<file path="src/hw/rtl/bmdp_pkg.sv">
// ----------------------------------------------------------------------------
// Barrett modular dot product package
// Shared types, constants and register codes of the dot-product block.
// ----------------------------------------------------------------------------
package bmdp_pkg;

  localparam int unsigned HalfW  = 32;
  localparam int unsigned SumW   = 64;
  localparam int unsigned ShiftW = 6;
  localparam int unsigned CfgIdxW = 8;
  localparam int unsigned QDepth = 2;
  localparam int unsigned QPtrW  = (QDepth > 1) ? $clog2(QDepth) : 1;
  localparam int unsigned QCntW  = $clog2(QDepth + 1);

  typedef enum logic [CfgIdxW-1:0] {
    REG_MODULUS    = 8'd0,
    REG_FACTOR     = 8'd1,
    REG_PRE_SHIFT  = 8'd2,
    REG_POST_SHIFT = 8'd3
  } cfg_reg_e;

  typedef struct packed {
    logic [HalfW-1:0]  modulus;
    logic [HalfW-1:0]  barrett_factor;
    logic [ShiftW-1:0] pre_shift;
    logic [ShiftW-1:0] post_shift;
  } cfg_t;

  // Final sums of one dot product, as handed from the front to the back.
  typedef struct packed {
    logic [SumW-1:0] high_sum;
    logic [SumW-1:0] low_sum;
  } sums_t;

  typedef enum logic [2:0] {
    S_IDLE,
    S_PRE,
    S_MLO,
    S_MHI,
    S_SUM,
    S_MQ,
    S_SUB,
    S_FIX
  } back_state_e;

  // Which of the three reductions the back unit is working on.
  typedef enum logic [1:0] {
    RED_HIGH,
    RED_LOW,
    RED_COMB
  } red_step_e;

endpackage

</file>
<file path="src/hw/rtl/bmdp_front.sv">
// ----------------------------------------------------------------------------
// Dot-product front end
// Multiplies each accepted pair and accumulates the product halves.
// ----------------------------------------------------------------------------
module bmdp_front (
  input  logic                           clk_i,
  input  logic                           rst_ni,
  input  logic                           in_valid_i,
  output logic                           in_ready_o,
  input  logic [bmdp_pkg::HalfW-1:0]     left_elem_i,
  input  logic [bmdp_pkg::HalfW-1:0]     right_elem_i,
  input  logic                           last_i,
  input  logic                           q_full_i,
  output logic                           push_o,
  output bmdp_pkg::sums_t                push_data_o
);

  logic                        p_valid_q;
  logic                        p_last_q;
  logic [bmdp_pkg::SumW-1:0]   prod_q;
  logic [bmdp_pkg::SumW-1:0]   high_sum_q, high_sum_d;
  logic [bmdp_pkg::SumW-1:0]   low_sum_q, low_sum_d;
  logic                        advance;

  // The product stage only stalls when it holds a closing pair and the queue is full.
  assign advance    = !p_valid_q || !(p_last_q && q_full_i);
  assign in_ready_o = advance;

  always_comb begin
    high_sum_d = high_sum_q + {{bmdp_pkg::HalfW{1'b0}}, prod_q[bmdp_pkg::SumW-1:bmdp_pkg::HalfW]};
    low_sum_d  = low_sum_q + {{bmdp_pkg::HalfW{1'b0}}, prod_q[bmdp_pkg::HalfW-1:0]};
  end

  assign push_o               = p_valid_q && p_last_q && !q_full_i;
  assign push_data_o.high_sum = high_sum_d;
  assign push_data_o.low_sum  = low_sum_d;

  always_ff @(posedge clk_i or negedge rst_ni) begin
    if (!rst_ni) begin
      p_valid_q  <= 1'b0;
      high_sum_q <= '0;
      low_sum_q  <= '0;
    end else if (advance) begin
      p_valid_q <= in_valid_i;
      if (p_valid_q) begin
        if (p_last_q) begin
          high_sum_q <= '0;
          low_sum_q  <= '0;
        end else begin
          high_sum_q <= high_sum_d;
          low_sum_q  <= low_sum_d;
        end
      end
    end
  end

  always_ff @(posedge clk_i) begin
    if (advance && in_valid_i) begin
      prod_q   <= {{bmdp_pkg::HalfW{1'b0}}, left_elem_i} *
                  {{bmdp_pkg::HalfW{1'b0}}, right_elem_i};
      p_last_q <= last_i;
    end
  end

endmodule

</file>
<file path="config.mk">
export PLATFORM = sky130hd
export DESIGN_NAME = bmdp_front
export DESIGN_NICKNAME = d
export VERILOG_FILES = /design/src/hw/rtl/bmdp_pkg.sv /design/src/hw/rtl/bmdp_front.sv
export SDC_FILE = /design/constraint.sdc
export NUM_CORES = 2
export LEC_CHECK = 0
export BUFFER_PORTS_ARGS = -buffer_cell sky130_fd_sc_hd__buf_2
export CAP_MARGIN = 20
export CORE_ASPECT_RATIO = 0.6
export CORE_UTILIZATION = 55
export DETAILED_ROUTE_END_ITERATION = 7
export HOLD_SLACK_MARGIN = 0.1
export PLACE_DENSITY = 0.77
export SYNTH_ARGS = -nofsm -noshare
export SYNTH_HDL_FRONTEND = slang
export SYNTH_SLANG_ARGS = --single-unit
</file>
<file path="constraint.sdc">
create_clock -name clk_i -period 3.35 [get_ports clk_i]
set_clock_uncertainty 0.05 [all_clocks]
set_input_delay 0.1675 -clock clk_i [delete_from_list [all_inputs] [get_ports clk_i]]
set_output_delay 0.1675 -clock clk_i [all_outputs]
set_load 0.01 [all_outputs]
</file>
==> run summary <==
### Worst setup path
• 7.07 ns — worst endpoint data arrival time
• 7 — Max Fanout on Critical Path
• -0.08 ns — minimum setup slack among reg-to-reg paths
• in -> reg — worst setup path category
• 9 — worst path buffer plus inverter count
• flop — Worst Setup End Kind
• sky130_fd_sc_hd__fa_1 — CP max stage cell
• sky130_fd_sc_hd__fa_1 — cell occurring most often along the worst timing path
• 16 — number of cells on the worst reg-to-reg path
• input port — crit path launch type
• 0.54 ns — largest stage delay on the critical path
• adder cells — Top delay family on crit path
• 3.56 ns — data required time at the worst endpoint
• 29 — critical path depth in cells

### Timing
• 0.1457 GHz — maximum clock frequency
• 0 — Final Hold Fails
• -175.08 ns — accumulated negative setup slack
• true — unrepaired setup endpoints after global routing
• 204.9% — part of the cycle the worst path needs
• 6.863 ns — min cycle time layout
• 0.7479 ns — transition time of the tightest slew-check pin
• 139 — Final Setup Violations
• 0 — final number of max-transition violations
• 50.14% — relative max-transition margin
• -3.513 ns — min setup slack post-route

### Place
• 6356 — cell count after placement
• 50970 sq um — Placed Area
• 198 — number of port buffers
• 111300 um — post-detailed-placement half-perimeter wirelength
• 1.014 — final weighted congestion of routability-driven global placement

### Routing
• 4399 — DR iter-0 viols
• 22.93 um — routed length per instance
• 38880 — vias post-DR
• 5 — first-pass iteration count of the detailed router
• 5.857 — via-per-instance ratio
• 0 — count of nets left with antenna violations after detail routing
• 0 — Post-route DRC
• 152200 um — total wire length

### Flow run
• 0 — maxcap violations

### Synth
• 76 — distinct cell type count of the synthesized netlist
• sky130_fd_sc_hd__fa_1 40%, sky130_fd_sc_hd__ha_1 9.1%, sky130_fd_sc_hd__and2_1 8.6% — top area cells in the synthesized netlist
• 39.99% — share of the synthesized area in the top cell type
• 44950 sq um — Cell Area, Synth
• 0 — number of warnings issued by yosys
• 11.52% — fraction of the yosys area taken by sequential cells
• sky130_fd_sc_hd__dfrtp_1 — most frequently used flop master after synthesis
• 6160 — Mapped Nets
• 65 — number of enable flip-flop cells after synthesis
• 66.49% — async set-or-reset flop fraction in the synthesized netlist
• sky130_fd_sc_hd__fa_1 — largest area contributor in the netlist
• 9.237 sq um — mean instance size in the synthesized netlist
• 194 — flops & latches, synth
• 4866 — number of standard cells after synthesis

### Floorplan
• 80180 sq um — core region area
• 80 — site row count
• 371.1 um — Die X-Extent
• 223.4 um — die height
• 56.06% — Initial Utilization
• 82910 sq um — die outline area
• 199 — number of placed I/O pins

### Clocking
• 25 — CTS buffer count
• 194 — sinks on the clock net
• 3 — CTS Buffer Depth
• sky130_fd_sc_hd__clkbuf_16 — master cell of the clock root buffer
• 4 — Clock H-tree levels
• 0.51 ns — Clk Latency, worst-skew pair
• 0.07 ns — CTS clock-pin slew for the worst setup and hold paths
• done — TritonCTS clock tree

### Cells and area
• 29.29% — area added between synthesis and finish
• 29.31% — share of cells above drive strength 1
• 72.48% — post-route core utilization
• 58110 sq um — final cell area excluding filler cells
• 6860 — net total in the final layout
• 6639 — final cell count without fillers

### Status
• negative setup slack — violations in the final reports
• finished with violations — status

### Worst hold path
• in -> async — Min-Delay Path Class

### GRT
• 35.50% — Tot GR Track Use
• 0 — overflow left after global routing
• 39960 — number of global-route vias before repair
• 4 — number of antenna violations at the first check in global routing
• 124 — largest net degree at the start of global routing
• 226800 um — wire length of the first global-routing pass

==> sequential cells by signal, summed over array words and instances, names as in the netlist <==
| register | count |
|---|---|
| p_valid_q | 1 |
| p_last_q | 1 |
| high_sum_q | 64 |
| low_sum_q | 64 |
| prod_q | 64 |
==> synthesized netlist by cell type, types with 5 or more instances <==
| library cell | n |
|---|---|
| sky130_fd_sc_hd__fa_1 | 898 |
| sky130_fd_sc_hd__inv_1 | 882 |
| sky130_fd_sc_hd__and2_1 | 618 |
| sky130_fd_sc_hd__nand2_1 | 594 |
| sky130_fd_sc_hd__ha_1 | 327 |
| sky130_fd_sc_hd__clkbuf_1 | 256 |
| sky130_fd_sc_hd__a21oi_1 | 151 |
| sky130_fd_sc_hd__dfrtp_1 | 129 |
| sky130_fd_sc_hd__xnor2_1 | 119 |
| sky130_fd_sc_hd__o21ai_0 | 117 |
| sky130_fd_sc_hd__nor2_1 | 97 |
| sky130_fd_sc_hd__edfxtp_1 | 65 |
| sky130_fd_sc_hd__xor2_1 | 62 |
| sky130_fd_sc_hd__a21o_1 | 61 |
| sky130_fd_sc_hd__a22o_1 | 61 |
| sky130_fd_sc_hd__nand3_1 | 44 |
| sky130_fd_sc_hd__and3_1 | 43 |
| sky130_fd_sc_hd__nand4_1 | 37 |
| sky130_fd_sc_hd__nor2b_1 | 26 |
| sky130_fd_sc_hd__a31oi_1 | 23 |
| sky130_fd_sc_hd__a211oi_1 | 20 |
| sky130_fd_sc_hd__o31ai_1 | 19 |
| sky130_fd_sc_hd__mux2i_1 | 14 |
| sky130_fd_sc_hd__nand2b_1 | 14 |
| sky130_fd_sc_hd__o21a_1 | 14 |
| sky130_fd_sc_hd__o21bai_1 | 14 |
| sky130_fd_sc_hd__nor3_1 | 10 |
| sky130_fd_sc_hd__nor3b_1 | 10 |
| sky130_fd_sc_hd__and4_1 | 9 |
| sky130_fd_sc_hd__buf_2 | 9 |
| sky130_fd_sc_hd__o211ai_1 | 9 |
| sky130_fd_sc_hd__or3_1 | 8 |
| sky130_fd_sc_hd__a31o_2 | 7 |
| sky130_fd_sc_hd__a221o_1 | 6 |
| sky130_fd_sc_hd__a221oi_1 | 5 |
| sky130_fd_sc_hd__nor4_1 | 5 |
==> metal layers <==
metal / GRT usage (%) / wire, um / vias to the layer above
met5: 0 / 110 / -
li1: - / - / 16410
met4: 8.124 / 4830 / 2
met2: 49.88 / 64320 / 2581
met3: 12.07 / 21650 / 395
met1: 52.66 / 61340 / 19500
==> final timing paths <==
check                                             endpoint                       start
worst max-delay path                  prod_q[62]$_DFFE_PP_             right_elem_i[5]
worst min-delay path            high_sum_q[27]$_DFFE_PN0P_                      rst_ni
worst max register to register   low_sum_q[53]$_DFFE_PN0P_         prod_q[7]$_DFFE_PP_
worst min register to register  high_sum_q[34]$_DFFE_PN0P_  high_sum_q[34]$_DFFE_PN0P_
max in group asynchronous         low_sum_q[9]$_DFFE_PN0P_                      rst_ni
min in group clk_i                      p_last_q$_DFFE_PP_                      last_i
==> cell type report <==
cell class	count	area (sq um)
multi-input cells	3522	39150
clock buffers	26	629.4
flip-flops and latches	194	5184
inverters	883	3319
diodes	2	5.005
repair buffers	940	8462
well taps	1066	1334
fillers	5189	22060
clock inverters	6	28.78
==> cells in the final DEF, fill, tap and decap left out, drive strengths merged, types with 44 or more instances in the layout <==
master	instances
buf	926
edfxtp	65
inv	882
a21oi	153
nor2	97
xnor2	119
nand3	44
xor2	62
ha	327
a22o	61
and2	618
fa	898
dfrtp	129
a21o	61
nand2	594
o21ai	123
==> worst reg2reg max path: cells and delay by family, from the launching register on <==
family	cells	cell delay (ns)
buffers and inverters	5	0.64
multiplexers	1	0.25
adder cells (fa/ha/maj)	1	0.27
AO/OA/AOI/OAI	5	1.03
AND/OR/NAND/NOR	4	0.63
flip-flops	1	0.42
==> metrics by stage <==
step                worst slack [ns]  hold slack, ns
floorplan                     -3.465         -0.1781
global placement              -4.154          0.1998
detailed placement            -4.323          0.1976
CTS                           -3.389          0.2237
global route                  -3.667          0.2563
finish                        -3.513          0.1900
==> kinds of logic after synthesis <==
group | after synthesis | share of synthesized area, %
and+or+nand+nor | 1531 | 17.49
muxes | 14 | 0.3118
buffers and inverters | 1152 | 9.653
adders and majority gates | 1225 | 49.10
DFF | 194 | 11.52
xor gates and xnor gates | 181 | 3.527
AOI/OAI and AO/OA | 569 | 8.395
==> timing repair <==
| item | 4_1_cts | 5_1_grt |
|---|---|---|
| hold buffers | 4 | 0 |
| setup endpoints to repair | 150 | 157 |
| pin swaps | 316 | 261 |
| resized for setup | 681 | 311 |
| gates cloned | 12 | 3 |
| endpoints found under the hold margin | 70 | 0 |
| buffers inserted | 158 | 101 |
Power is not shown: default switching activity piles up to over one toggle a cycle in this logic, so the estimate is an artifact.
