[src/hw/rtl/bmdp_pkg.sv]
// ----------------------------------------------------------------------------
// Barrett modular dot product package
// Shared types, constants and register codes of the dot-product block.
// ----------------------------------------------------------------------------
package bmdp_pkg;

  localparam int unsigned HalfW  = 32;
  localparam int unsigned SumW   = 64;
  localparam int unsigned ShiftW = 6;
  localparam int unsigned CfgIdxW = 8;
  localparam int unsigned QDepth = 2;
  localparam int unsigned QPtrW  = (QDepth > 1) ? $clog2(QDepth) : 1;
  localparam int unsigned QCntW  = $clog2(QDepth + 1);

  typedef enum logic [CfgIdxW-1:0] {
    REG_MODULUS    = 8'd0,
    REG_FACTOR     = 8'd1,
    REG_PRE_SHIFT  = 8'd2,
    REG_POST_SHIFT = 8'd3
  } cfg_reg_e;

  typedef struct packed {
    logic [HalfW-1:0]  modulus;
    logic [HalfW-1:0]  barrett_factor;
    logic [ShiftW-1:0] pre_shift;
    logic [ShiftW-1:0] post_shift;
  } cfg_t;

  // Final sums of one dot product, as handed from the front to the back.
  typedef struct packed {
    logic [SumW-1:0] high_sum;
    logic [SumW-1:0] low_sum;
  } sums_t;

  typedef enum logic [2:0] {
    S_IDLE,
    S_PRE,
    S_MLO,
    S_MHI,
    S_SUM,
    S_MQ,
    S_SUB,
    S_FIX
  } back_state_e;

  // Which of the three reductions the back unit is working on.
  typedef enum logic [1:0] {
    RED_HIGH,
    RED_LOW,
    RED_COMB
  } red_step_e;

endpackage

[src/hw/rtl/bmdp_back.sv]
// ----------------------------------------------------------------------------
// Barrett reduction unit
// Reduces both sums and their combination with one shared 32x32 multiplier.
// ----------------------------------------------------------------------------
module bmdp_back (
  input  logic                       clk_i,
  input  logic                       rst_ni,
  input  bmdp_pkg::cfg_t             cfg_i,
  input  logic                       q_valid_i,
  input  bmdp_pkg::sums_t            q_head_i,
  output logic                       pop_o,
  output logic                       out_valid_o,
  input  logic                       out_ready_i,
  output logic [bmdp_pkg::HalfW-1:0] out_data_o
);

  localparam int unsigned W = bmdp_pkg::HalfW;
  localparam int unsigned S = bmdp_pkg::SumW;

  bmdp_pkg::back_state_e state_q, state_d;
  bmdp_pkg::red_step_e   step_q;
  bmdp_pkg::sums_t       sums_q;
  logic [S-1:0]          x;
  logic [S-1:0]          y_q;
  logic [S-1:0]          acc_q;
  logic [W-1:0]          hi_q;
  logic [W-1:0]          quot_q;
  logic [W-1:0]          qm_q;
  logic [W-1:0]          rem_q;
  logic [W-1:0]          fixed;
  logic [W-1:0]          hr_q, lr_q;
  logic [W-1:0]          mul_a, mul_b;
  logic [S-1:0]          mul_p;
  logic [S-1:0]          sum_full;
  logic [S-1:0]          sum_shifted;
  logic                  out_free;
  logic                  out_load;
  logic                  out_valid_q;
  logic [W-1:0]          out_data_q;

  assign out_free = !out_valid_q || out_ready_i;

  always_comb begin
    case (step_q)
      bmdp_pkg::RED_HIGH: x = sums_q.high_sum;
      bmdp_pkg::RED_LOW:  x = sums_q.low_sum;
      default:            x = {hr_q, lr_q};
    endcase
  end

  always_comb begin
    case (state_q)
      bmdp_pkg::S_MLO: begin
        mul_a = y_q[W-1:0];
        mul_b = cfg_i.barrett_factor;
      end
      bmdp_pkg::S_MHI: begin
        mul_a = y_q[S-1:W];
        mul_b = cfg_i.barrett_factor;
      end
      bmdp_pkg::S_MQ: begin
        mul_a = quot_q;
        mul_b = cfg_i.modulus;
      end
      default: begin
        mul_a = '0;
        mul_b = '0;
      end
    endcase
  end

  assign mul_p       = {{W{1'b0}}, mul_a} * {{W{1'b0}}, mul_b};
  assign sum_full    = acc_q + {hi_q, {W{1'b0}}};
  assign sum_shifted = sum_full >> cfg_i.post_shift;
  assign fixed       = (rem_q >= cfg_i.modulus) ? (rem_q - cfg_i.modulus) : rem_q;

  // Next state.
  always_comb begin
    state_d = state_q;
    case (state_q)
      bmdp_pkg::S_IDLE: if (q_valid_i) state_d = bmdp_pkg::S_PRE;
      bmdp_pkg::S_PRE:  state_d = bmdp_pkg::S_MLO;
      bmdp_pkg::S_MLO:  state_d = bmdp_pkg::S_MHI;
      bmdp_pkg::S_MHI:  state_d = bmdp_pkg::S_SUM;
      bmdp_pkg::S_SUM:  state_d = bmdp_pkg::S_MQ;
      bmdp_pkg::S_MQ:   state_d = bmdp_pkg::S_SUB;
      bmdp_pkg::S_SUB:  state_d = bmdp_pkg::S_FIX;
      bmdp_pkg::S_FIX: begin
        if (step_q != bmdp_pkg::RED_COMB) begin
          state_d = bmdp_pkg::S_PRE;
        end else if (out_free) begin
          state_d = bmdp_pkg::S_IDLE;
        end
      end
      default: state_d = bmdp_pkg::S_IDLE;
    endcase
  end

  // Outputs of the sequencer.
  always_comb begin
    pop_o    = 1'b0;
    out_load = 1'b0;
    case (state_q)
      bmdp_pkg::S_IDLE: pop_o = q_valid_i;
      bmdp_pkg::S_FIX:  out_load = (step_q == bmdp_pkg::RED_COMB) && out_free;
      default: begin
        pop_o    = 1'b0;
        out_load = 1'b0;
      end
    endcase
  end

  always_ff @(posedge clk_i or negedge rst_ni) begin
    if (!rst_ni) begin
      state_q     <= bmdp_pkg::S_IDLE;
      step_q      <= bmdp_pkg::RED_HIGH;
      out_valid_q <= 1'b0;
    end else begin
      state_q <= state_d;
      if (pop_o) begin
        step_q <= bmdp_pkg::RED_HIGH;
      end else if (state_q == bmdp_pkg::S_FIX) begin
        case (step_q)
          bmdp_pkg::RED_HIGH: step_q <= bmdp_pkg::RED_LOW;
          bmdp_pkg::RED_LOW:  step_q <= bmdp_pkg::RED_COMB;
          default:            step_q <= step_q;
        endcase
      end
      if (out_load) begin
        out_valid_q <= 1'b1;
      end else if (out_ready_i) begin
        out_valid_q <= 1'b0;
      end
    end
  end

  always_ff @(posedge clk_i) begin
    if (pop_o) begin
      sums_q <= q_head_i;
    end
    case (state_q)
      bmdp_pkg::S_PRE: y_q    <= x >> cfg_i.pre_shift;
      bmdp_pkg::S_MLO: acc_q  <= mul_p;
      bmdp_pkg::S_MHI: hi_q   <= mul_p[W-1:0];
      bmdp_pkg::S_SUM: quot_q <= sum_shifted[W-1:0];
      bmdp_pkg::S_MQ:  qm_q   <= mul_p[W-1:0];
      bmdp_pkg::S_SUB: rem_q  <= x[W-1:0] - qm_q;
      bmdp_pkg::S_FIX: begin
        if (step_q == bmdp_pkg::RED_HIGH) begin
          hr_q <= fixed;
        end
        if (step_q == bmdp_pkg::RED_LOW) begin
          lr_q <= fixed;
        end
      end
      default: begin
      end
    endcase
    if (out_load) begin
      out_data_q <= fixed;
    end
  end

  assign out_valid_o = out_valid_q;
  assign out_data_o  = out_data_q;

  a_out_only_final: assert property (@(posedge clk_i) disable iff (!rst_ni)
    $rose(out_valid_q) |-> $past(state_q == bmdp_pkg::S_FIX && step_q == bmdp_pkg::RED_COMB))
    else $error("result raised outside the final reduction");

endmodule

[config.mk]
export PLATFORM = sky130hd
export DESIGN_NAME = bmdp_back
export DESIGN_NICKNAME = d
export VERILOG_FILES = /design/src/hw/rtl/bmdp_pkg.sv /design/src/hw/rtl/bmdp_back.sv
export SDC_FILE = /design/constraint.sdc
export NUM_CORES = 2
export LEC_CHECK = 0
export ABC_AREA = 1
export BUFFER_PORTS_ARGS = -buffer_cell sky130_fd_sc_hd__buf_2
export CAP_MARGIN = 20
export CORE_ASPECT_RATIO = 0.5
export CORE_MARGIN = 2
export CORE_UTILIZATION = 48
export DETAILED_ROUTE_END_ITERATION = 8
export GPL_TIMING_DRIVEN = 0
export PLACE_DENSITY = 0.74
export SYNTH_ARGS = -nofsm -noshare
export SYNTH_HDL_FRONTEND = slang
export SYNTH_SLANG_ARGS = --single-unit
[constraint.sdc]
create_clock -name clk_i -period 23.4 [get_ports clk_i]
set_input_delay 5.85 -clock clk_i [delete_from_list [all_inputs] [get_ports clk_i]]
set_output_delay 5.85 -clock clk_i [all_outputs]
set_load 0.005 [all_outputs]
==> out/summary.txt <==
Fraction of layout instances using a drive strength above 1: 6.50%
Post-route minimum period: 14.20 ns
CP endpoint kind: register
Via density: 5.67
Clk sink count: 486
Final RePlAce weighted congestion: 1.06
Slew headroom: 6.10%
Final-report setup violation count: 0
Syn. warnings: 0
Initial Utilization: 48.5%
Async SR Flop Fraction: 1.23%
Clk_lat worst skew: 0.67 ns
IO buf count: 233
Number of global-route vias before repair: 57.6k
Area share of the largest cell type after synthesis: 27.6%
Overflow left after global routing: 0
Setup TNS: 0 ns
Core Footprint: 134000 um^2
Post-CTS sizing: 0
Setup bufs post-CTS: 0
Die footprint: 139000 um^2
Die W: 525 um
Sequential fraction of the synthesis area: 22.4%
Post-DP HPWL: 233000 um
CTS tree: yes
Top layer in use: met5
Placed cell count: 10.4k
DRT Wirelength: 279000 um
RSZ-0062 raised after global routing: false
IO Count: 242
Fin. Hold Viols: 0
Wire length on met2: 117000 um
Clock buffer depth: 3
Mapped Nets: 9772
Slew @ Worst Pin: 1.40 ns
Commonest non-fill, non-tap cell in the layout: nand2_1
Gate Count Post-Synth: 8308
Total number of H-tree levels: 2
Avg Cell Area, Syn: 7.84 um^2
Die Y: 264 um
Metal1 wirelength: 112000 um
Worst-path fanout max: 10
Hold WC Path Type: reg -> reg
Initial DRC count: 7747
Total number of vias: 59.6k
Antenna violations before repair: 30
Max-cap viol count: 0
Flops & latches, synth: 486
Root buffer cell: clkbuf_16
Distinct cells, synth: 53
Worst Path Required: 23.71 ns
Remaining DRCs: 0
Pre-antenna DRT Iters: 8
Post-DRT Antenna Nets: 0
Hold Buf Count CTS: 0
Ranking of synthesized cells by area: fa_1 28%, edfxtp_1 22%, nand2_1 13%
GRT Total Usage: 39.9%
Number of flops mapped to enable cells by yosys: 480
Final Max Tran Viols: 0
Synth Cell Area: 65100 um^2
Largest net degree at the start of global routing: 42
Critical path type: in -> reg
Most frequent cells in the layout: 2304 x nand2_1, 1872 x inv_1, 899 x fa_1, 624 x nand3_1, 480 x edfxtp_1
Final nets: 10.1k
Clock skew: 0.0447 ns
Met3 WL: 37100 um
First-pass GRT wire length: 398000 um
Critical path data arrival time: 14.51 ns
Wirelength per Cell: 26.6 um
Inserted Clock Buffers: 52
Final Non-Filler Cells: 10.5k
Status: finished clean
Area growth, synth to finish: 9.07%
Synth area leader: fa_1
Main flop type after synthesis: edfxtp_1
Worst-path clk slew: 0.07 ns
# rows: 95
Fmax: 70.4 MHz
CP startpoint kind: primary input
Final period util: 60.7%
## worst paths after layout
kind                                                to                    from  depth (start not counted)  slack (ns)
worst max-delay path                hi_q[30]$_DFFE_PN_               cfg_i[52]                         21        9.20
worst min-delay path               rem_q[31]$_DFFE_PP_      qm_q[31]$_DFFE_PN_                          2        0.68
worst max register to register      hi_q[30]$_DFFE_PN_  state_q[0]$_DFFE_PN0P_                         26       12.25
worst min register to register     rem_q[31]$_DFFE_PP_      qm_q[31]$_DFFE_PN_                          2        0.68
max in group asynchronous       state_q[2]$_DFFE_PN0P_                  rst_ni                          1       18.11
min in group asynchronous        step_q[1]$_DFFE_PN0P_                  rst_ni                          1        5.06
## through the flow
| stage | setup WS, ns | instance area [um^2] | hold slack [ns] | util (%) |
|---|---|---|---|---|
| 2_1_floorplan | 6.27 | 65100 | 0.557 | - |
| 3_3_place_gp | 3.05 | 68500 | 0.623 | 51.0 |
| 3_5_place_dp | 8.85 | 69100 | 0.678 | 51.4 |
| 4_1_cts | 9.45 | 70900 | 0.692 | 52.7 |
| 5_1_grt | 9.13 | 71000 | 0.733 | 52.8 |
| 6_report | 9.20 | 71000 | 0.683 | 52.8 |
## kinds of logic (layout without fill, tap and decap cells)
logic type | count (synthesis) | after routing | share of synthesized area [%]
AOI/OAI and AO/OA | 778 | 778 | 6.66
xor gates and xnor gates | 127 | 127 | 1.71
other | 0 | 19 | 0
muxes | 15 | 15 | 0.230
adders and majority gates | 1256 | 1256 | 34.5
buffers and inverters | 2272 | 2650 | 13.4
and+or+nand+nor | 3374 | 3374 | 21.1
DFF | 486 | 486 | 22.4
## cells in the mapped netlist, drive strengths merged (68+ instances only)
cell type  number
a21oi         236
xor2           68
ha            357
clkbuf        194
fa            899
edfxtp        480
nor2          311
buf           186
nand2        2306
inv          1888
o21ai         367
nand3         624
## layout make-up
class	instances	area, um^2
fill	13086	63400
multi-input combinational	5550	41900
sequential	486	14600
inverter	1892	7100
tap	1794	2240
timing repair buffer	282	1780
buffer	380	1640
clock buffer	58	1340
clock inverter	38	417
antenna	19	47.5
## worst max-delay path, cell delays in order
cell      delay [ns]
buf_2           0.07
inv_1           0.11
o21ai_2         0.86
clkbuf_1        0.63
nand2_1         0.17
fa_1            0.55
fa_1            0.59
fa_1            0.53
fa_1            0.51
inv_1           0.05
fa_1            0.56
fa_1            0.43
fa_1            0.71
fa_1            0.50
ha_1            0.42
nand2_1         0.13
nor2_1          0.23
nand2_1         0.11
nor4_1          0.52
a21oi_1         0.22
xnor2_1         0.73
## state kept, by name, summed over array words and instances (netlist names)
register,flops
hr_q,32
rem_q,32
step_q,2
acc_q,64
sums_q,128
quot_q,32
hi_q,32
out_data_o,32
lr_q,32
y_q,64
out_valid_o,1
state_q,3
qm_q,32
## per-layer routing
layer	global-route usage [%]	up-vias
li1	-	26061
met4	17.1	16
met1	54.1	29214
met3	13.4	619
met5	0	-
met2	58.3	3647
Power is not shown: default switching activity piles up to over one toggle a cycle in this logic, so the estimate is an artifact.
