`src/hw/rtl/bmdp_pkg.sv`:
```
// ----------------------------------------------------------------------------
// Barrett modular dot product package
// Shared types, constants and register codes of the dot-product block.
// ----------------------------------------------------------------------------
package bmdp_pkg;

  localparam int unsigned HalfW  = 32;
  localparam int unsigned SumW   = 64;
  localparam int unsigned ShiftW = 6;
  localparam int unsigned CfgIdxW = 8;
  localparam int unsigned QDepth = 2;
  localparam int unsigned QPtrW  = (QDepth > 1) ? $clog2(QDepth) : 1;
  localparam int unsigned QCntW  = $clog2(QDepth + 1);

  typedef enum logic [CfgIdxW-1:0] {
    REG_MODULUS    = 8'd0,
    REG_FACTOR     = 8'd1,
    REG_PRE_SHIFT  = 8'd2,
    REG_POST_SHIFT = 8'd3
  } cfg_reg_e;

  typedef struct packed {
    logic [HalfW-1:0]  modulus;
    logic [HalfW-1:0]  barrett_factor;
    logic [ShiftW-1:0] pre_shift;
    logic [ShiftW-1:0] post_shift;
  } cfg_t;

  // Final sums of one dot product, as handed from the front to the back.
  typedef struct packed {
    logic [SumW-1:0] high_sum;
    logic [SumW-1:0] low_sum;
  } sums_t;

  typedef enum logic [2:0] {
    S_IDLE,
    S_PRE,
    S_MLO,
    S_MHI,
    S_SUM,
    S_MQ,
    S_SUB,
    S_FIX
  } back_state_e;

  // Which of the three reductions the back unit is working on.
  typedef enum logic [1:0] {
    RED_HIGH,
    RED_LOW,
    RED_COMB
  } red_step_e;

endpackage

```
`src/hw/rtl/bmdp_queue.sv`:
```
// ----------------------------------------------------------------------------
// Sum queue
// Short queue of finished sums between the front end and the reduction unit.
// ----------------------------------------------------------------------------
module bmdp_queue (
  input  logic            clk_i,
  input  logic            rst_ni,
  input  logic            push_i,
  input  bmdp_pkg::sums_t push_data_i,
  output logic            full_o,
  input  logic            pop_i,
  output logic            valid_o,
  output bmdp_pkg::sums_t head_o
);

  bmdp_pkg::sums_t                 entries_q [bmdp_pkg::QDepth];
  logic [bmdp_pkg::QPtrW-1:0]      wr_ptr_q;
  logic [bmdp_pkg::QPtrW-1:0]      rd_ptr_q;
  logic [bmdp_pkg::QCntW-1:0]      count_q;

  assign full_o  = (count_q == bmdp_pkg::QCntW'(bmdp_pkg::QDepth));
  assign valid_o = (count_q != '0);
  assign head_o  = entries_q[rd_ptr_q];

  function automatic logic [bmdp_pkg::QPtrW-1:0] next_ptr(logic [bmdp_pkg::QPtrW-1:0] p);
    logic [bmdp_pkg::QPtrW-1:0] n;
    if (p == bmdp_pkg::QPtrW'(bmdp_pkg::QDepth - 1)) begin
      n = '0;
    end else begin
      n = p + 1'b1;
    end
    return n;
  endfunction

  always_ff @(posedge clk_i or negedge rst_ni) begin
    if (!rst_ni) begin
      wr_ptr_q <= '0;
      rd_ptr_q <= '0;
      count_q  <= '0;
    end else begin
      if (push_i) begin
        wr_ptr_q <= next_ptr(wr_ptr_q);
      end
      if (pop_i) begin
        rd_ptr_q <= next_ptr(rd_ptr_q);
      end
      if (push_i && !pop_i) begin
        count_q <= count_q + 1'b1;
      end else if (pop_i && !push_i) begin
        count_q <= count_q - 1'b1;
      end
    end
  end

  always_ff @(posedge clk_i) begin
    if (push_i) begin
      entries_q[wr_ptr_q] <= push_data_i;
    end
  end

  a_no_overflow: assert property (@(posedge clk_i) disable iff (!rst_ni)
    !(push_i && full_o && !pop_i))
    else $error("sum queue written while full");

  a_no_underflow: assert property (@(posedge clk_i) disable iff (!rst_ni)
    pop_i |-> valid_o)
    else $error("sum queue read while empty");

  a_count_bound: assert property (@(posedge clk_i) disable iff (!rst_ni)
    count_q <= bmdp_pkg::QCntW'(bmdp_pkg::QDepth))
    else $error("sum queue count beyond depth");

endmodule

```
`config.mk`:
```
export PLATFORM = sky130hd
export DESIGN_NAME = bmdp_queue
export DESIGN_NICKNAME = d
export VERILOG_FILES = /design/src/hw/rtl/bmdp_pkg.sv /design/src/hw/rtl/bmdp_queue.sv
export SDC_FILE = /design/constraint.sdc
export NUM_CORES = 1
export LEC_CHECK = 0
export BUFFER_PORTS_ARGS = -buffer_cell sky130_fd_sc_hd__buf_2
export CAP_MARGIN = 20
export CELL_PAD_IN_SITES_DETAIL_PLACEMENT = 1
export CELL_PAD_IN_SITES_GLOBAL_PLACEMENT = 1
export CORE_ASPECT_RATIO = 1.1
export CORE_MARGIN = 2
export CORE_UTILIZATION = 40
export CTS_CLUSTER_DIAMETER = 80
export DETAILED_ROUTE_END_ITERATION = 8
export PLACE_DENSITY_LB_ADDON = 0.1
export SYNTH_ARGS = -nofsm -noshare
export SYNTH_HDL_FRONTEND = slang
export SYNTH_SLANG_ARGS = --single-unit
```
`constraint.sdc`:
```
create_clock -name clk_i -period 6.95 [get_ports clk_i]
set_input_delay 1.39 -clock clk_i [delete_from_list [all_inputs] [get_ports clk_i]]
set_output_delay 1.39 -clock clk_i [all_outputs]
set_load 0.01 [all_outputs]
```
==> metrics.txt, run 1 <==
core footprint 23,500 um^2; CP max stage delay 0.69 ns; XOR/XNOR share of the synthesized area 0.00462; vias 4,832; commonest non-fill, non-tap cell in the layout buf_2; drt pass-1 iters 4; DR DRC count 0; final worst-path cycle share 0.547; R2R cell count 2; worst skew pair latency 0.51 ns; wire per inst 19.2 um; nets@finish 829; Hold Buf Count CTS 0; unrepaired setup endpoints after global routing no; Crit. End Element output port; post-synthesis compound-gate area fraction 0; outcome finished, final reports clean; Critical Path Source rd_ptr_q$_DFFE_PN0P_; crit path max fanout 45; Critical path buffers and inverters 2; Post-DRT Antenna Nets 0; Mapped Area 9470 um^2; max-slew violations 0; design area 12,000 um^2; iteration-0 DRC count of the detailed router 211; Mean Syn Cell Area 22.9 um^2; RR Startpoint wr_ptr_q$_DFFE_PN0P_; clock share of power 0.304; CTS max path bufs 3; commonest cells after routing, fill and taps aside buf_2 (261), edfxtp_1 (256), mux2_2 (128), clkbuf_16 (27), bufinv_16 (7); cells after synthesis 414; crit path kind reg -> out; Critical Path RT 5.56 ns; layout cells sized above 1 0.618; # port buffers 261; Post-CTS Setup Repair Bufs 0; FF-to-FF End entries_q[0][125]$_DFFE_PP_; Die Height 165 um; type of origin of the critical path register; GRT Resource Usage Total 0.153; Die Area 24,900 um^2; Sw Pwr 0.00138 W; pin count of the biggest net entering global routing 59; H-tree depth 1; post_cts resized 0; Root Driver clkbuf_16; Cell Rows 59; CP Cell Sequence buf_4 > mux2_2 > buf_2; CTS buffer count 27; CP delay by family, top buffers and inverters; Max Freq 263 MHz; post-synthesis sequential area ratio 0.822; warnings from Yosys 0; wire length of the first global-routing pass 29.1 mm; hold crit path type reg -> reg; number of global-route vias before repair 5,251; GR Overflow Total 0; HPWL Detailed 12.9 mm; switch share 0.274; slew of the pin with the lowest slew margin 0.947 ns; Netlist cell types 13; Synthesized Nets 547; Reg clk slew, reported paths 0.06 ns; Max Cap Viol 0; Worst Path Arrival 2.41 ns; setup violators final 0; Adder-Cell Fraction of Synth Area 0.00132; area grow syn2layout 27.2%; Total Power 0.00504 W; Leak 4.53 nW; Initial Utilization 0.403; CTS tree yes; Worst path depth 3; Die Span X 151 um; # IOs 262; placed cell area 11,100 um^2; GPL Wtd Cong 0.743; antenna violations before repair 6; PD cells 418 nW/um^2; Synth Area in Simple Gates 0.00304; Reg power frac 0.434; worst setup path endpoint head_o[86]; multiplexer share of the synthesized area 0.152; main combinational cell family by area after synthesis multiplexers; vias per cell 4.73; crit path max-delay cell type dfrtp_4; Filler Cells Inserted 2,229; reg-to-reg setup timing slack 4.61 ns; relative slew slack 0.367; P_int 0.00366 W; Hold Startpoint count_q[1]$_DFFE_PN0P_; DRT Wirelength 19.6 mm; hold_ws 0.514 ns; Fin. Hold Viols 0; TNS Setup 0 ns; combinational share of power 0.262; VDD IR max 222 uV; Tmin final 3.80 ns; clk_skew 0.00755 ns; clock sink count 260; Yosys reg bits 260
==> cells in the mapped netlist <==
| cell type | n | area [um^2] |
|---|---|---|
| inv_1 | 1 | 3.75 |
| buf_2 | 1 | 5.00 |
| xor2_1 | 4 | 35.0 |
| or2_2 | 1 | 6.26 |
| dfrtp_1 | 4 | 100 |
| and2_1 | 1 | 6.26 |
| nor2b_1 | 2 | 12.5 |
| mux2_2 | 128 | 1440 |
| nor2_1 | 1 | 3.75 |
| edfxtp_1 | 256 | 7690 |
| ha_1 | 1 | 12.5 |
| xnor2_1 | 1 | 8.76 |
| buf_6 | 13 | 146 |
==> final cells by class <==
class                   count  area, um^2  share of cell area
diodes                      3        7.51            0.000623
well taps                 305         382              0.0317
multi-input cells         139        1540               0.128
inverters                   1        3.75            0.000312
clock inverters            18         267              0.0221
clock buffers              29         683              0.0567
flip-flops and latches    260        7790               0.647
repair buffers            267        1370               0.114
==> per-layer routing <==
| layer | track usage | up-vias | routed length [um] |
|---|---|---|---|
| li1 | - | 2213 | - |
| met1 | 0.193 | 2389 | 7760 |
| met2 | 0.249 | 186 | 9590 |
| met3 | 0.0560 | 38 | 1860 |
| met4 | 0.0425 | 6 | 388 |
| met5 | 0 | - | 39 |
==> cells by family after synthesis <==
family                   Yosys count
adder cells (fa/ha/maj)            1
flip-flops                       260
AND/OR/NAND/NOR                    5
buffers and inverters             15
XOR/XNOR                           5
multiplexers                     128
==> state kept, by name, indices dropped and copies added, names as in the netlist <==
signal and flops:
count_q 2, entries_q 256, rd_ptr_q 1, wr_ptr_q 1
==> worst register-to-register path: stages, from the launching register on <==
cell	delay, ns
dfrtp_1	0.43
nor2b_4	0.76
buf_4	0.71
==> power by group through the flow <==
stage / logic [W] / registers [W] / clock network, W
floorplan: 0.000906 / 0.00220 / 0
global placement: 0.00126 / 0.00227 / 0
detailed placement: 0.00135 / 0.00223 / 0
CTS: 0.00136 / 0.00219 / 0.00158
global route: 0.00144 / 0.00222 / 0.00163
finish: 0.00132 / 0.00219 / 0.00153
==> per-stage QoR <==
stage,util,cells,worst slack (ns)
detailed placement,0.472,972,3.36
finish,0.513,1022,3.15
global placement,0.471,971,3.06
floorplan,-,414,1.78
global route,0.513,1020,3.00
CTS,0.513,1019,3.08
==> how the worst min path moves through the flow <==
stage | slack, ns | depth (start not counted) | to
after global routing | 0.53 | 1 | count_q[1]$_DFFE_PN0P_
final | 0.51 | 1 | count_q[1]$_DFFE_PN0P_
after floorplan | 0.45 | 1 | count_q[1]$_DFFE_PN0P_
after global placement | 0.47 | 1 | count_q[1]$_DFFE_PN0P_
after CTS | 0.52 | 1 | count_q[1]$_DFFE_PN0P_
after detailed placement | 0.51 | 1 | count_q[1]$_DFFE_PN0P_
Power figures use the tool's default switching activity.
==> run 2, diff against run 1 <==
--- a/config.mk
+++ b/config.mk
@@ -5,13 +5,14 @@
 export SDC_FILE = /design/constraint.sdc
 export NUM_CORES = 1
 export LEC_CHECK = 0
+export ABC_AREA = 1
 export BUFFER_PORTS_ARGS = -buffer_cell sky130_fd_sc_hd__buf_2
 export CAP_MARGIN = 20
 export CELL_PAD_IN_SITES_DETAIL_PLACEMENT = 1
 export CELL_PAD_IN_SITES_GLOBAL_PLACEMENT = 1
 export CORE_ASPECT_RATIO = 1.1
 export CORE_MARGIN = 2
-export CORE_UTILIZATION = 40
+export CORE_UTILIZATION = 44
 export CTS_CLUSTER_DIAMETER = 80
 export DETAILED_ROUTE_END_ITERATION = 8
 export PLACE_DENSITY_LB_ADDON = 0.1
==> constraint.sdc (replaced) <==
create_clock -name clk_i -period 3.85 [get_ports clk_i]
set_input_delay 0.77 -clock clk_i [delete_from_list [all_inputs] [get_ports clk_i]]
set_output_delay 0.77 -clock clk_i [all_outputs]
set_load 0.01 [all_outputs]
==> run 2 against run 1 <==
  * Via count is 0.70% higher
  * Synthesized cell count is 2.2% higher
  * Final area is 0.46% lower
  * Worst hold slack worse by 0.46 ns
  * Setup slack worse by 2.4 ns
  * Critical path depth stayed put
  * Cell count is 0.68% lower
  * Combinational power is 83% higher
  * Count of clock-buffer cells in the layout is 9 higher
  * Critical path type unchanged
  * First-iteration DRC count is 10% higher
  * Largest cell class unchanged
  * Sequential cell count stayed put
  * Largest power group unchanged
==> metrics.txt, run 2 <==
antenna violations before repair 3; Reg power frac 0.442; nets@finish 837; DR DRC count 0; unrepaired setup endpoints after global routing no; clock share of power 0.288; HPWL Detailed 13.1 mm; post_cts resized 0; hold_ws 0.0529 ns; DRT Wirelength 19.6 mm; crit path max-delay cell type dfrtp_4; Max Freq 324 MHz; Netlist cell types 13; P_int 0.00641 W; type of origin of the critical path register; vias 4,866; GPL Wtd Cong 0.738; top cell type's share of synthesized area 0.810; CTS max path bufs 3; Primary FF master, synth edfxtp_1; VDD IR max 444 uV; Root Driver clkbuf_16; Die Area 22,800 um^2; busiest grt layer met2; Mapped Area 9490 um^2; Most flops, register entries_q; top-count cell post-synth edfxtp_1; Yosys reg bits 260; CP Cell Sequence buf_12 > mux2_2 > buf_2; Core Util, Final 0.565; GR Overflow Total 0; slew of the pin with the lowest slew margin 0.665 ns; warnings from Yosys 0; synth cell count leaders edfxtp_1 (256), mux2_2 (128), buf_6 (13); reg-to-reg setup timing slack 2.05 ns; Cell Rows 56; Leak 4.53 nW; worst skew pair latency 0.51 ns; Fin. Hold Viols 0; Post-CTS Setup Repair Bufs 0; vias per cell 4.79; Tmin final 3.09 ns; area grow syn2layout 26.4%; crit path max fanout 108; setup violators final 0; Mean Syn Cell Area 22.4 um^2; hold crit path type in -> async; Post-DRT Antenna Nets 0; clk_skew 0.00595 ns; GRT Resource Usage Total 0.166; commonest cells after routing, fill and taps aside buf_2 (261), edfxtp_1 (256), mux2_2 (128), clkbuf_16 (27), clkbuf_1 (8); iteration-0 DRC count of the detailed router 232; number of global-route vias before repair 5,318; CTS buffer count 27; CP max stage delay 0.63 ns; RR Startpoint wr_ptr_q$_DFFE_PN0P_; Cells after DPL 965; final worst-path cycle share 0.801; Die Span X 144 um; design area 12,000 um^2; layout cells sized above 1 0.602; H-tree depth 1; met3 GRT Util 0.0578; placed cell area 11,100 um^2; combinational share of power 0.271; # port buffers 261; Worst Path Arrival 2.32 ns; # IOs 262; max reg flops 256; clock sink count 260; Regs by FF count entries_q x256, count_q x2; Synthesized Nets 556; drt pass-1 iters 4; FF-to-FF End entries_q[1][33]$_DFFE_PP_; crit path kind reg -> out; core footprint 21,200 um^2; Post-synth ARST share 0.0154; number of enable flip-flop cells after synthesis 256; pin count of the biggest net entering global routing 109; cells after synthesis 423; Die Height 158 um; Initial Utilization 0.447; max-slew violations 0; leading area contributor after synthesis edfxtp_1; TNS Setup 0 ns; Sw Pwr 0.00249 W; wire per inst 19.3 um; met1 Usage GRT 0.195; switch share 0.280; relative slew slack 0.555; final cell count without fillers 1,015; wire length of the first global-routing pass 28.7 mm; outcome finished, final reports clean; Hold Buf Count CTS 0; Max Cap Viol 0; Crit. End Element output port; Critical Path RT 3.08 ns; Reg clk slew, reported paths 0.06 ns; Filler Cells Inserted 1,976; CTS tree yes; post-synthesis sequential area ratio 0.821; commonest non-fill, non-tap cell in the layout buf_2; Area contributors post-synth edfxtp_1 (81%), mux2_2 (15%), buf_6 (1.5%), dfrtp_1 (1.1%), inv_1 (0.28%); met2 usage 0.287; R2R cell count 3; PD cells 743 nW/um^2
run 2: cell count changes after synthesis, sizes merged, moves of 2 or more:
cell	delta
inv	+6
nand2	+6
nor2b	-2
xor2	-2
run 2: critical path: cells and delay by family (launching register included):
kind / cells / cell delay [ns]
buffers and inverters: 2 / 0.61
multiplexers: 1 / 0.43
flip-flops: 1 / 0.63
run 2: cell type report:
type	instances	area, um^2	share of cell area
multi-input combinational	142	1530	0.128
tap	290	363	0.0303
timing repair buffer	266	1390	0.116
clock inverter	11	131	0.0110
antenna	1	2.50	0.000209
sequential	260	7790	0.650
clock buffer	38	747	0.0623
inverter	7	28.8	0.00240
run 2: power by group through the flow:
stage          Clock, W  Combinational (W)  Sequential (W)
3_3_place_gp          0            0.00242         0.00396
3_5_place_dp          0            0.00245         0.00400
6_report        0.00256            0.00241         0.00393
4_1_cts         0.00263            0.00247         0.00394
5_1_grt         0.00273            0.00261         0.00399
2_1_floorplan         0            0.00164         0.00394
run 2: per-layer routing:
layer / up-vias / part of all wire
met4: 2 / 0.024
met3: 34 / 0.093
met2: 191 / 0.51
met1: 2406 / 0.38
met5: - / 0.00087
li1: 2233 / -
run 2: worst max path at each step:
stage | cells past startpoint | endpoint | from
after floorplan | 2 | entries_q[1][0]$_DFFE_PP_ | push_i
after global placement | 3 | head_o[96] | rd_ptr_q$_DFFE_PN0P_
after detailed placement | 3 | head_o[92] | rd_ptr_q$_DFFE_PN0P_
after CTS | 3 | head_o[92] | rd_ptr_q$_DFFE_PN0P_
after global routing | 3 | head_o[92] | rd_ptr_q$_DFFE_PN0P_
final | 3 | head_o[54] | rd_ptr_q$_DFFE_PN0P_
run 2: logic make-up after synthesis:
group                      share of synthesized area
buffers and inverters                         0.0187
adders and majority gates                    0.00132
muxes                                          0.152
DFF                                            0.821
and+or+nand+nor                              0.00435
xor gates and xnor gates                     0.00277
run 2: metrics by stage:
step | worst slack (ns) | total power [W]
6_report | 0.765 | 0.00890
5_1_grt | 0.659 | 0.00933
4_1_cts | 0.737 | 0.00904
3_5_place_dp | 1.29 | 0.00645
3_3_place_gp | 1.32 | 0.00638
2_1_floorplan | 0.0814 | 0.00558
==> run 3, diff against run 2 <==
--- a/config.mk
+++ b/config.mk
@@ -5,7 +5,7 @@
 export SDC_FILE = /design/constraint.sdc
 export NUM_CORES = 1
 export LEC_CHECK = 0
-export ABC_AREA = 1
+export ABC_AREA = 0
 export BUFFER_PORTS_ARGS = -buffer_cell sky130_fd_sc_hd__buf_2
 export CAP_MARGIN = 20
 export CELL_PAD_IN_SITES_DETAIL_PLACEMENT = 1
==> constraint.sdc (replaced) <==
create_clock -name clk_i -period 2.9 [get_ports clk_i]
set_input_delay 0.58 -clock clk_i [delete_from_list [all_inputs] [get_ports clk_i]]
set_output_delay 0.58 -clock clk_i [all_outputs]
set_load 0.01 [all_outputs]
==> run 3 against run 2 <==
  * Total power increased by 30%
  * Setup slack got worse by 0.44 ns
  * First-iteration DRC count is 23% lower
  * Routed wire length decreased by 0.14%
  * Combinational power grew 37%
  * Global-route usage rose by 0.23 points
  * Utilization fell by 0.32 points
  * Critical path depth stayed put
  * Die area down 0.18%
  * Final area decreased by 0.57%
  * Count of clock-buffer cells in the layout decreased by 1
  * Clock skew is 0.0016 ns lower
  * Critical path type unchanged
  * Largest power group unchanged
==> metrics.txt, run 3 (synthesis gave the netlist of run 1 again) <==
outcome finished, final reports clean; DRT Wirelength 19.6 mm; Reg power frac 0.447; max reg flops 256; final worst-path cycle share 0.889; Die Height 158 um; commonest non-fill, non-tap cell in the layout buf_2; HPWL Detailed 13.2 mm; hold crit path type in -> reg; clock sink count 260; drt pass-1 iters 4; Top Layer Used met5; CP max stage delay 0.49 ns; GRT Resource Usage Total 0.168; wire per inst 19.4 um; switch share 0.283; placed cell area 11,100 um^2; core footprint 21,200 um^2; type of origin of the critical path register; Die Span X 144 um; area grow syn2layout 25.9%; layout cells sized above 1 0.602; combinational share of power 0.285; Filler Cells Inserted 2,005; Worst Hold Path Cells 1; max-slew violations 0; design area 11,900 um^2; Initial Utilization 0.446; Post-DRT Antenna Nets 0; Crit. End Element output port; Critical path buffers and inverters 2; CTS buffer count 26; met1 WL 7.09 mm; clk_skew 0.00439 ns; pin count of the biggest net entering global routing 87; crit path max-delay cell type buf_4; relative slew slack 0.562; Fin. Hold Viols 0; nets@finish 831; H-tree depth 1; P_int 0.00827 W; iteration-0 DRC count of the detailed router 179; # IOs 262; CTS max path bufs 3; setup violators final 0; wire length of the first global-routing pass 28.9 mm; # port buffers 261; Post-CTS Setup Repair Bufs 0; Regs by FF count entries_q x256, count_q x2; antenna violations before repair 7; Die Area 22,700 um^2; DR DRC count 0; GPL Wtd Cong 0.692; vias 4,828; worst skew pair latency 0.51 ns; DR WL met2 10.3 mm; Reg clk slew, reported paths 0.06 ns; Sw Pwr 0.00326 W; Max Freq 388 MHz; Cell Rows 56; CTS tree yes; Tmin final 2.58 ns; GR Overflow Total 0; Core Util, Final 0.561; PD cells 968 nW/um^2; Worst Path Arrival 2.00 ns; Leak 4.47 nW; DR WL met3 1.69 mm; Critical Path RT 2.32 ns; Cells after DPL 959; CP Cell Sequence buf_4 > mux2_2 > buf_2; number of global-route vias before repair 5,221; CP delay by family, top buffers and inverters; unrepaired setup endpoints after global routing no; crit path max fanout 43; Most flops, register entries_q; vias per cell 4.77; commonest cells after routing, fill and taps aside buf_2 (261), edfxtp_1 (256), mux2_2 (128), clkbuf_16 (27), clkbuf_1 (10); Root Driver clkbuf_16; R2R cell count 2; Worst path depth 3; VDD IR max 762 uV; crit path kind reg -> out; final cell count without fillers 1,012; Max Cap Viol 0; clock share of power 0.268; slew of the pin with the lowest slew margin 0.657 ns
-- run 3: worst paths after layout --
kind,start,to,slack (ns)
setup / recovery,rd_ptr_q$_DFFE_PN0P_,head_o[71],0.32
hold / removal,push_data_i[88],entries_q[1][88]$_DFFE_PP_,0.26
setup reg to reg,wr_ptr_q$_DFFE_PN0P_,entries_q[1][32]$_DFFE_PP_,1.19
hold reg to reg,count_q[1]$_DFFE_PN0P_,count_q[1]$_DFFE_PN0P_,0.48
max in group asynchronous,rst_ni,rd_ptr_q$_DFFE_PN0P_,2.35
min in group asynchronous,rst_ni,rd_ptr_q$_DFFE_PN0P_,0.41
-- run 3: metrics by stage --
stage | setup slack [ns] | setup TNS (ns) | hold slack [ns] | power [W]
global route | 0.187 | 0 | 0.231 | 0.0121
global placement | 0.859 | 0 | 0.396 | 0.00851
floorplan | -0.0364 | -4.66 | 0.284 | 0.00739
finish | 0.321 | 0 | 0.255 | 0.0115
CTS | 0.270 | 0 | 0.226 | 0.0117
detailed placement | 0.819 | 0 | 0.396 | 0.00861
-- run 3: power groups by stage --
stage	sequential [W]	clock [W]	combinational, W
floorplan	0.00521	0	0.00218
global placement	0.00519	0	0.00332
detailed placement	0.00525	0	0.00337
CTS	0.00517	0.00319	0.00339
global route	0.00523	0.00332	0.00357
finish	0.00516	0.00309	0.00329
-- run 3: area by class of cell --
class / instances / area, um^2 / share of cell area
Antenna cell: 4 / 10.0 / 0.000840
Clock buffer: 37 / 713 / 0.0598
Inverter: 1 / 3.75 / 0.000315
Sequential cell: 260 / 7790 / 0.654
Tap cell: 290 / 363 / 0.0304
Timing Repair Buffer: 270 / 1430 / 0.120
Clock inverter: 11 / 73.8 / 0.00619
Multi-Input combinational cell: 139 / 1540 / 0.129
-- run 3: timing repair --
item                                   4_1_cts  5_1_grt
hold buffers                                 1        0
endpoints found under the hold margin        4        0
gates resized for setup                      0        0
-- run 3: worst register-to-register path, stage by stage (launching register included) --
cell and delay (ns):
dfrtp_1 0.43, and2_4 0.51, buf_4 0.43
-- run 3: metal layers --
metal / GRT usage / up-vias
met4: 0.0560 / 4
met1: 0.191 / 2403
li1: - / 2227
met5: 0 / -
met3: 0.0578 / 34
met2: 0.297 / 160
